===== src/rtl/message_frame_deframer_macros.svh =====
// Assertion macros shared by the deframer modules.
`ifndef MESSAGE_FRAME_DEFRAMER_MACROS_SVH
`define MESSAGE_FRAME_DEFRAMER_MACROS_SVH

`ifndef SYNTHESIS

// Property checked at every rising clock edge outside reset.
`define MFD_ASSERT(lbl, clk, rst_n, prop, msg) \
    lbl: assert property (@(posedge clk) disable iff (!rst_n) (prop)) else $error(msg);

// Condition in one cycle implies a consequence in the next cycle.
`define MFD_ASSERT_NEXT(lbl, clk, rst_n, ante, cons, msg) \
    lbl: assert property (@(posedge clk) disable iff (!rst_n) (ante) |=> (cons)) \
        else $error(msg);

`else

`define MFD_ASSERT(lbl, clk, rst_n, prop, msg)
`define MFD_ASSERT_NEXT(lbl, clk, rst_n, ante, cons, msg)

`endif

`endif


===== src/rtl/mfd_pkg.sv =====
package mfd_pkg;

    // Number of payload bytes per frame that are passed on.
    localparam int PAYLOAD_CAPACITY = 256;
    localparam logic [15:0] CAP_LEN = 16'(PAYLOAD_CAPACITY);
    localparam logic [16:0] CAP_WIDE = 17'(PAYLOAD_CAPACITY);

    // Parser phase, one-hot.
    typedef enum logic [3:0] {
        PH_CMD = 4'b0001,
        PH_ID  = 4'b0010,
        PH_LEN = 4'b0100,
        PH_PAY = 4'b1000
    } phase_t;

    // One result item.
    typedef struct packed {
        logic [7:0]  command;
        logic [15:0] msg_id;
        logic [15:0] msg_length;
        logic        is_payload;
        logic [7:0]  data_byte;
        logic [7:0]  byte_index;
        logic        frame_done;
    } res_t;

endpackage


===== src/rtl/message_frame_deframer.sv =====
// A byte is accepted into the input register; the parser takes it from there and
// registers any result in the result register, one parser step per byte.
// Throughput: one byte per cycle unless out_stall holds a waiting result.
// A waiting result that is stalled holds the input register, so in_stall follows
// out_stall in the same cycle while both registers are full.
// Reset restarts the parser, clears both valid flags and zeroes resp_reg.
module message_frame_deframer
(
    input  logic        clk,
    input  logic        rst_n,
    input  logic        cfg_valid,
    output logic        cfg_ready,
    input  logic [7:0]  response_code,
    input  logic        in_valid,
    output logic        in_stall,
    input  logic [7:0]  rx_byte,
    output logic        out_valid,
    input  logic        out_stall,
    output logic [7:0]  command,
    output logic [15:0] msg_id,
    output logic [15:0] msg_length,
    output logic        is_payload,
    output logic [7:0]  data_byte,
    output logic [7:0]  byte_index,
    output logic        frame_done
);

    logic          cfg_write;
    logic [7:0]    resp_reg;
    logic          blocked;
    logic          fire;
    logic [7:0]    stage_byte;
    logic          has_result;
    mfd_pkg::res_t res;
    mfd_pkg::res_t res_out;

    // Configuration register, always ready.
    assign cfg_ready = 1'b1;
    assign cfg_write = cfg_valid && cfg_ready;

    always_ff @(posedge clk or negedge rst_n)
    begin
        if (!rst_n)
        begin
            resp_reg <= 8'd0;
        end
        else if (cfg_write)
        begin
            resp_reg <= response_code;
        end
    end

    // Input register.
    mfd_in_stage u_in
    (
        .clk      (clk),
        .rst_n    (rst_n),
        .in_valid (in_valid),
        .in_stall (in_stall),
        .rx_byte  (rx_byte),
        .blocked  (blocked),
        .fire     (fire),
        .byte_out (stage_byte)
    );

    // Frame parser.
    mfd_parser u_parser
    (
        .clk           (clk),
        .rst_n         (rst_n),
        .fire          (fire),
        .rx_byte       (stage_byte),
        .response_code (resp_reg),
        .has_result    (has_result),
        .res           (res)
    );

    // Result register.
    mfd_result_reg u_res
    (
        .clk        (clk),
        .rst_n      (rst_n),
        .fire       (fire),
        .has_result (has_result),
        .res_in     (res),
        .out_stall  (out_stall),
        .blocked    (blocked),
        .out_valid  (out_valid),
        .res_out    (res_out)
    );

    assign command    = res_out.command;
    assign msg_id     = res_out.msg_id;
    assign msg_length = res_out.msg_length;
    assign is_payload = res_out.is_payload;
    assign data_byte  = res_out.data_byte;
    assign byte_index = res_out.byte_index;
    assign frame_done = res_out.frame_done;

endmodule


===== src/rtl/mfd_in_stage.sv =====
`include "message_frame_deframer_macros.svh"

module mfd_in_stage
(
    input  logic       clk,
    input  logic       rst_n,
    input  logic       in_valid,
    output logic       in_stall,
    input  logic [7:0] rx_byte,
    input  logic       blocked,
    output logic       fire,
    output logic [7:0] byte_out
);

    logic       valid_reg;
    logic       valid_next;
    logic [7:0] byte_reg;
    logic [7:0] byte_next;

    // The register is refilled unless it holds a request the parser cannot take.
    assign in_stall = valid_reg && blocked;
    assign fire     = valid_reg && !blocked;
    assign byte_out = byte_reg;

    always_comb
    begin
        valid_next = valid_reg;
        byte_next  = byte_reg;
        if (!in_stall)
        begin
            valid_next = in_valid;
            if (in_valid)
            begin
                byte_next = rx_byte;
            end
        end
    end

    always_ff @(posedge clk or negedge rst_n)
    begin
        if (!rst_n)
        begin
            valid_reg <= 1'b0;
        end
        else
        begin
            valid_reg <= valid_next;
        end
    end

    always_ff @(posedge clk)
    begin
        byte_reg <= byte_next;
    end

    // A held request keeps its byte until the parser takes it.
    `MFD_ASSERT_NEXT(a_in_hold, clk, rst_n, valid_reg && blocked, valid_reg && $stable(byte_reg), "input stage lost a held request")

endmodule


===== src/rtl/mfd_parser.sv =====
`include "message_frame_deframer_macros.svh"

module mfd_parser
(
    input  logic              clk,
    input  logic              rst_n,
    input  logic              fire,
    input  logic [7:0]        rx_byte,
    input  logic [7:0]        response_code,
    output logic              has_result,
    output mfd_pkg::res_t     res
);

    mfd_pkg::phase_t phase_reg;
    mfd_pkg::phase_t phase_next;
    logic [15:0]     count_reg;
    logic [15:0]     count_next;
    logic [7:0]      cmd_reg;
    logic [7:0]      cmd_next;
    logic [15:0]     id_reg;
    logic [15:0]     id_next;
    logic [15:0]     len_reg;
    logic [15:0]     len_next;
    logic [16:0]     idx_plus;
    logic            stored;
    logic            done;

    // Payload position tests.
    assign idx_plus = {1'b0, count_reg} + 17'd1;
    assign stored   = {1'b0, count_reg} < mfd_pkg::CAP_WIDE;
    assign done     = idx_plus >= {1'b0, len_reg};

    // Next state and the result caused by the current byte.
    always_comb
    begin
        phase_next     = phase_reg;
        count_next     = count_reg;
        cmd_next       = cmd_reg;
        id_next        = id_reg;
        len_next       = len_reg;
        has_result     = 1'b0;
        res.command    = cmd_reg;
        res.msg_id     = id_reg;
        res.msg_length = len_reg;
        res.is_payload = 1'b0;
        res.data_byte  = 8'd0;
        res.byte_index = 8'd0;
        res.frame_done = 1'b0;
        case (phase_reg)
            mfd_pkg::PH_CMD:
            begin
                cmd_next   = rx_byte;
                count_next = 16'd0;
                phase_next = mfd_pkg::PH_ID;
            end
            mfd_pkg::PH_ID:
            begin
                id_next = {id_reg[7:0], rx_byte};
                if (count_reg[0])
                begin
                    count_next = 16'd0;
                    phase_next = mfd_pkg::PH_LEN;
                end
                else
                begin
                    count_next = 16'd1;
                end
            end
            mfd_pkg::PH_LEN:
            begin
                len_next = {len_reg[7:0], rx_byte};
                if (!count_reg[0])
                begin
                    count_next = 16'd1;
                end
                else
                begin
                    count_next = 16'd0;
                    if (cmd_reg != response_code && len_next != 16'd0)
                    begin
                        phase_next = mfd_pkg::PH_PAY;
                    end
                    else
                    begin
                        // Response or empty frame ends with its header.
                        phase_next     = mfd_pkg::PH_CMD;
                        has_result     = 1'b1;
                        res.msg_length = len_next;
                        res.frame_done = 1'b1;
                    end
                end
            end
            mfd_pkg::PH_PAY:
            begin
                count_next     = count_reg + 16'd1;
                has_result     = stored || done;
                res.is_payload = stored;
                res.data_byte  = stored ? rx_byte : 8'd0;
                res.byte_index = stored ? count_reg[7:0] : 8'd0;
                res.frame_done = done;
                if (done)
                begin
                    // The done result reports the length clipped to the capacity.
                    if ({1'b0, len_reg} > mfd_pkg::CAP_WIDE)
                    begin
                        len_next = mfd_pkg::CAP_LEN;
                    end
                    res.msg_length = len_next;
                    phase_next     = mfd_pkg::PH_CMD;
                    count_next     = 16'd0;
                end
            end
            default:
            begin
                phase_next = mfd_pkg::PH_CMD;
                count_next = 16'd0;
            end
        endcase
    end

    always_ff @(posedge clk or negedge rst_n)
    begin
        if (!rst_n)
        begin
            phase_reg <= mfd_pkg::PH_CMD;
            count_reg <= 16'd0;
            cmd_reg   <= 8'd0;
            id_reg    <= 16'd0;
            len_reg   <= 16'd0;
        end
        else if (fire)
        begin
            phase_reg <= phase_next;
            count_reg <= count_next;
            cmd_reg   <= cmd_next;
            id_reg    <= id_next;
            len_reg   <= len_next;
        end
    end

    // Header fields count at most two bytes.
    `MFD_ASSERT(a_hdr_count, clk, rst_n, phase_reg == mfd_pkg::PH_PAY || count_reg <= 16'd1, "header byte count out of range")
    // Payload results come only from the payload phase.
    `MFD_ASSERT(a_pay_phase, clk, rst_n, !(has_result && res.is_payload) || phase_reg == mfd_pkg::PH_PAY, "payload result outside payload phase")
    // A command byte always moves the parser to the id field.
    `MFD_ASSERT_NEXT(a_cmd_to_id, clk, rst_n, fire && phase_reg == mfd_pkg::PH_CMD, phase_reg == mfd_pkg::PH_ID, "command byte did not advance to id")

endmodule


===== src/rtl/mfd_result_reg.sv =====
`include "message_frame_deframer_macros.svh"

module mfd_result_reg
(
    input  logic          clk,
    input  logic          rst_n,
    input  logic          fire,
    input  logic          has_result,
    input  mfd_pkg::res_t res_in,
    input  logic          out_stall,
    output logic          blocked,
    output logic          out_valid,
    output mfd_pkg::res_t res_out
);

    logic          valid_reg;
    logic          valid_next;
    mfd_pkg::res_t data_reg;
    mfd_pkg::res_t data_next;

    // The register is held only while its request waits downstream.
    assign blocked   = valid_reg && out_stall;
    assign out_valid = valid_reg;
    assign res_out   = data_reg;

    always_comb
    begin
        valid_next = valid_reg;
        data_next  = data_reg;
        if (!blocked)
        begin
            valid_next = fire && has_result;
            if (fire && has_result)
            begin
                data_next = res_in;
            end
        end
    end

    always_ff @(posedge clk or negedge rst_n)
    begin
        if (!rst_n)
        begin
            valid_reg <= 1'b0;
        end
        else
        begin
            valid_reg <= valid_next;
        end
    end

    always_ff @(posedge clk)
    begin
        data_reg <= data_next;
    end

    // Every delivered request carries a payload byte or ends a frame.
    `MFD_ASSERT(a_res_kind, clk, rst_n, !valid_reg || data_reg.is_payload || data_reg.frame_done, "empty result delivered")
    // Data and index are zero on a result without a payload byte.
    `MFD_ASSERT(a_res_zero, clk, rst_n, !valid_reg || data_reg.is_payload || (data_reg.data_byte == 8'd0 && data_reg.byte_index == 8'd0), "stray data on done result")

endmodule


===== config.mk =====
export PLATFORM = sky130hd
export DESIGN_NAME = message_frame_deframer
export DESIGN_NICKNAME = d
export VERILOG_FILES = /design/src/rtl/mfd_pkg.sv /design/src/rtl/message_frame_deframer.sv /design/src/rtl/mfd_in_stage.sv /design/src/rtl/mfd_parser.sv /design/src/rtl/mfd_result_reg.sv
export VERILOG_INCLUDE_DIRS = /design/src /design/src/rtl
export SDC_FILE = /design/constraint.sdc
export NUM_CORES = 1
export LEC_CHECK = 0
export BUFFER_PORTS_ARGS = -buffer_cell sky130_fd_sc_hd__buf_2
export CAP_MARGIN = 10
export CORE_UTILIZATION = 60
export CTS_BUF_LIST = sky130_fd_sc_hd__clkbuf_16
export DETAILED_ROUTE_END_ITERATION = 10
export GPL_ROUTABILITY_DRIVEN = 1
export PLACE_DENSITY = 0.86
export SETUP_SLACK_MARGIN = 0.02
export SLEW_MARGIN = 15
export SYNTH_ARGS = -nofsm -noshare
export SYNTH_HDL_FRONTEND = slang
export SYNTH_SLANG_ARGS = --single-unit
export TNS_END_PERCENT = 1

===== constraint.sdc =====
create_clock -name clk -period 16.8 [get_ports clk]
set_input_delay 0 -clock clk [delete_from_list [all_inputs] [get_ports clk]]
set_output_delay 0 -clock clk [all_outputs]
set_load 0.05 [all_outputs]

==> results of run 1 <==
-- per-layer routing --
metal	GRT usage [%]	vias up	routed length, microns
met1	35.3	2061	5410
met3	6.71	54	1030
met4	15.1	0	460
li1	-	1950	-
met5	0	-	0
met2	42.6	244	6450
-- power by group through the flow --
stage / logic, mW / clock network (mW) / registers [mW]
after floorplan: 0.0336 / 0 / 0.373
after global placement: 0.0403 / 0 / 0.379
after detailed placement: 0.0424 / 0 / 0.380
after CTS: 0.0487 / 0.395 / 0.374
after global routing: 0.0552 / 0.408 / 0.375
final: 0.0491 / 0.393 / 0.374
-- per-stage QoR --
stage	cells	power, mW
2_1_floorplan	473	0.406
3_3_place_gp	665	0.419
3_5_place_dp	665	0.422
4_1_cts	723	0.817
5_1_grt	723	0.838
6_report	723	0.816
-- final cells by class --
cell class                      count  area share, %
Multi-Input combinational cell    291           28.8
Timing Repair Buffer              108           9.09
Inverter                           23           1.16
Tap cell                          133           2.24
Sequential cell                   136           50.3
Clock inverter                     15           2.69
Clock buffer                       17           5.72
-- cells in the final DEF (no fill, tap or decap), types with 3 or more instances in the layout --
master         synthesis  routed
dlygate4sd3_1          0      26
bufinv_16              0       4
a21oi_1               12      11
mux2_2                33      33
nand2b_1               3       3
dfrtp_1               69      69
a22oi_1               11      11
o22ai_1                3       3
inv_1                 23      24
xnor2_1               13      13
buf_2                 10      80
ha_1                  17      17
nor3_1                 3       3
nor4_1                 9       9
clkinvlp_4             0       3
nor2_1                11      11
xor2_1                11      11
edfxtp_1              66      66
o21ai_0               19      19
a22o_1                13      13
a41o_1                 3       3
o31ai_1                9       9
clkbuf_16              0      17
nand4_1                8       8
and2_1                21      21
nand3_1                8       8
nand2_1               45      45
o21ai_1                3       3
-- worst reg2reg max path, stage by stage (launching register included) --
cell      delay (ns)
dfrtp_1         0.51
ha_1            0.32
and4_4          0.29
nand4_4         0.14
nor2_1          0.17
xnor2_1         0.10
ha_1            0.30
nand3_1         0.13
or4_1           0.62
o211ai_2        0.27
o21ai_1         0.27
a21oi_4         0.67
buf_4           0.51
-- worst max-delay path by stage --
stage,cells after the start,to,slack (ns)
6_report,12,u_res.res_out[8],12.14
5_1_grt,12,u_res.res_out[8],11.82
4_1_cts,12,u_res.res_out[8],12.15
3_5_place_dp,12,u_res.res_out[33],12.20
3_3_place_gp,12,u_res.res_out[33],12.36
2_1_floorplan,11,u_res.res_out[0],10.82
-- timing repair --
action                                  CTS  global route
endpoints found under the hold margin    87             0
endpoints found under the setup margin    0             0
hold buffers                             26             0
-- kinds of logic after synthesis --
kind of cell | count (synthesis) | share of synthesized area, %
xor gates and xnor gates | 24 | 3.46
AOI/OAI and AO/OA | 93 | 11.2
and+or+nand+nor | 122 | 10.6
buffers and inverters | 46 | 3.36
muxes | 34 | 6.29
adders and majority gates | 17 | 3.50
DFF | 136 | 61.5
other | 1 | 0.0618
==> impl_results.md, run 1 <==
- Top_reg_cell synth: dfrtp_1
- Max Slew Vio Count: 0
- WL/cell: 18.5 microns
- Net Switching: 0.186 mW
- CTS Sinks: 136
- Crit path time final: 4.67 ns
- H-tree depth: 4
- Fill cell count: 588
- Achievable frequency: 214 MHz
- Most numerous cell in the Yosys netlist: dfrtp_1
- Worst EP required: 16.86 ns
- Area after DPL: 6550 sq um
- Worst Path Arrival: 4.73 ns
- Status: finished, final reports clean
- Internal power: 0.631 mW
- Buffer and inverter count on the worst path: 1
- Area leader, netlist: edfxtp_1
- Die extent in x: 103 microns
- Max reg flops: 58
- Power Dens Cells: 110 nW/um^2
- Drt initial violations: 457
- Remaining antenna violation count: 0
- First-pass GRT wire length: 20900 microns
- Layout cells sized above 1: 26.8%
- Register area share after synthesis: 61.5%
- Synth warn: 0
- Post-synth net total: 511
- Clk_skew: 0.00808 ns
- Cell variety after synth: 56
- Share of total power in sequential cells: 45.9%
- Cells after Synth: 473
- CP Max Fanout: 38
- Max-slew headroom: 40.2%
- Final GP Congestion: 0.904
- Maximum vdd ir drop: 0.0000757 V
- Register area: 3730 sq um
- Hold endpoint: resp_reg[5]
- TritonCTS clock tree: done
- Initial antenna violation count: 0
- Dpl ws: 12.20 ns
- Cts repair resizes: 0
- Critical path class: flop to flop
- Crit-path max cell delay: 0.66 ns
- Core area: 9770 sq um
- Leakage: 3.49 nW
- CP startpoint: u_parser.count_reg[0]
- Flops & latches, synth: 136
- ANT cells: 0
- Post-DP HPWL: 8490 microns
- Pin count of the biggest net entering global routing: 71
- Vias post-DR: 4309
- Worst R2R Start: u_parser.count_reg[0]
- Clk pin slew, worst setup/hold paths: 0.06 ns
- Critical-path top delay cell: a21oi_4
- Clk network pwr share: 48.1%
- Area added between synthesis and finish: 22.4%
- Synth top area share: 32.6%
- DRC Markers: 0
- DRT Wirelength: 13400 microns
- CP Capture Type: flop
- Total gr overflow: 0
- Measured slew at the worst slew-check pin: 0.885 ns
- GRT Overall Usage: 27.3%
- Hold Crit Class: primary input to flop
- Drt first pass iters: 6
- Worst R2R Path Depth: 12
- Die ar.: 10500 sq um
- CP cell instances: ha_1, and4_4, nand4_4, nor2_1, xnor2_1, ha_1, nand3_1, or4_1, o211ai_2, o21ai_1, a21oi_4, buf_4
- Combinational share of power: 6.0%
- Post-DR vias/cell: 5.96
- Mapped Area: 6070 sq um
- CP Launch Type: flop
- Num CTS Buffers: 17
- Post-CTS setup repair buffer count: 0
- Syn avg cell area: 12.8 sq um
- RR Endpoint: u_res.res_out[8]
- Die height: 103 microns
- Root Buffer: clkbuf_16
- Setup WS post-layout: 12.14 ns
- Ports: 82
- Post-synth top cells: 69 x dfrtp_1, 66 x edfxtp_1, 45 x nand2_1
- Number of global-route vias before repair: 4011
- Worst-Skew Late Latency: 0.41 ns
- Multi-input logic area: 2140 sq um
- Fin util: 76.0%
- Finished Cell Area: 7430 sq um
- Hold path depth: 2
- Net Sw Frac: 22.7%
- Final Hold Violating Endpoints: 0
- Fin Hold WS: 0.0106 ns
- R2R setup slack: 12.14 ns
- Initial Util: 62.1%
- CP top delay family: simple AND/OR/NAND/NOR gates
- Post-synth EDFFs: 66
- Hold wc startpoint: cfg_valid
- Row Count: 36
- Total Neg Setup Slack: 0 ns
- Max-cap violations: 0
- RSZ-0062 raised after global routing: false
- CTS max path bufs: 2
- Final #Nets: 615
- Final worst path period share: 27.8%
- Synth area leaders: edfxtp_1 33%, dfrtp_1 28%, mux2_2 6.1%
- Post-synth ARST share: 51.5%
- Port-buffer cells: 80
- Cell mode on critical path: ha_1
- Setup-failing EPs final: 0
No activity file was read; power rests on OpenSTA's default activity.
==> run 2, diff against run 1 <==
Settings changed: CORE_UTILIZATION 60 to 57, PLACE_DENSITY 0.86 to 0.82.
Clock period 16.8 ns to 4.8 ns, I/O delays scaled along.
==> impl_results.md, run 2 (same netlist as run 1, synthesis figures left out) <==
- Status: finished, final reports clean
- RSZ-0062 raised after global routing: false
- Initial Util: 58.8%
- Clk_skew: 0.00599 ns
- Achievable frequency: 249 MHz
- Total gr overflow: 0
- DRT Wirelength: 12900 microns
- Crit path time final: 4.02 ns
- Die ar.: 11100 sq um
- CP top delay family: simple AND/OR/NAND/NOR gates
- Root Buffer: clkbuf_16
- TritonCTS clock tree: done
- Max-cap violations: 0
- Final GP Congestion: 0.907
- Layout cells sized above 1: 27.2%
- Die height: 105 microns
- Final Hold Violating Endpoints: 0
- Area after DPL: 6570 sq um
- CTS max path bufs: 2
- Core area: 10300 sq um
- Maximum vdd ir drop: 0.000231 V
- ANT cells: 0
- Worst Path Arrival: 4.10 ns
- Most common cell after layout, fill and taps aside: buf_2
- Clk pin slew, worst setup/hold paths: 0.06 ns
- Most frequent cells in the layout: 80 x buf_2, 69 x dfrtp_1, 66 x edfxtp_1, 45 x nand2_1, 33 x mux2_2
- Critical path class: flop to flop
- GRT Overall Usage: 25.1%
- Non-filler cells, final: 729
- Placed Instances: 669
- Crit-path max cell delay: 0.60 ns
- Drt initial violations: 392
- CTS Sinks: 136
- Max reg flops: 58
- Critical-path top delay cell: or4_1
- Vias post-DR: 4207
- Buffer and inverter count on the worst path: 1
- Worst EP required: 4.89 ns
- DRC Markers: 0
- Area added between synthesis and finish: 22.6%
- Pin count of the biggest net entering global routing: 71
- Row Count: 37
- Number of global-route vias before repair: 4034
- Remaining antenna violation count: 0
- First-pass GRT wire length: 20800 microns
- Cell mode on critical path: ha_1
- Finished Cell Area: 7440 sq um
- CP Capture Type: flop
- Setup-failing EPs final: 0
- Ports: 82
- H-tree depth: 4
- Hold Crit Class: primary input to flop
- CP cell instances: ha_1, and4_4, nand4_4, nor2_1, xnor2_1, ha_1, nand3_1, or4_1, o211ai_2, o21ai_1, a21oi_4, buf_12
- Total Neg Setup Slack: 0 ns
- Max Slew Vio Count: 0
- Final #Nets: 618
- WL/cell: 17.7 microns
- Drt first pass iters: 5
- Measured slew at the worst slew-check pin: 1.04 ns
- Max-slew headroom: 29.5%
- Final worst path period share: 83.7%
- CP Launch Type: flop
- Post-DR vias/cell: 5.77
- Post-CTS setup repair buffer count: 0
- Num CTS Buffers: 17
- Leakage: 3.49 nW
- Initial antenna violation count: 0
- CP Max Fanout: 58
- Fin Hold WS: 0.294 ns
- Worst-Skew Late Latency: 0.41 ns
- Post-DP HPWL: 8460 microns
- Die extent in x: 105 microns
- Power Dens Cells: 371 nW/um^2
- Port-buffer cells: 80
-- run 2: metal layers --
layer | global-route usage [%] | routed length [microns]
met1 | 32.5 | 5350
met2 | 39.8 | 6210
met3 | 6.18 | 947
met4 | 12.1 | 375
met5 | 0 | 0
-- run 2: area by class of cell --
cell class	count	area (sq um)
inverters	23	86.3
flip-flops and latches	136	3730
fillers	665	2880
repair buffers	111	716
multi-input cells	291	2140
clock buffers	17	425
well taps	136	170
clock inverters	15	166
-- run 2: worst paths after layout --
kind                                       startpoint                     to  slack, ns  depth (start not counted)
worst min-delay path                       rx_byte[2]       u_in.byte_out[2]       0.29                          2
min in group asynchronous                       rst_n  u_parser.count_reg[6]       0.34                          3
worst min register to register    u_parser.id_reg[14]      u_res.res_out[48]       0.44                          0
worst max-delay path            u_parser.count_reg[0]      u_res.res_out[27]       0.78                         12
max in group asynchronous                       rst_n            resp_reg[5]       3.87                          3
worst max register to register  u_parser.count_reg[0]      u_res.res_out[27]       0.78                         12
-- run 2: timing repair --
item | CTS | global route
hold buffers | 28 | 0
resized for setup | 0 | 0
hold endpoints to repair | 87 | 0
-- run 2: power by group --
part	internal [mW]	leakage [nW]	switching, mW
combinational	0.0852	1.69	0.0904
sequential	1.25	1.51	0.0582
clock	0.774	0.281	0.501
total	2.11	3.49	0.650
-- run 2: through the flow --
stage          total power, mW  worst slack (ns)  utilization [%]
2_1_floorplan             1.42             0.642                -
3_3_place_gp              1.47              1.02             63.6
3_5_place_dp              1.48             0.915             63.6
4_1_cts                   2.78             0.846             72.1
5_1_grt                   2.86             0.599             72.1
6_report                  2.76             0.785             72.1
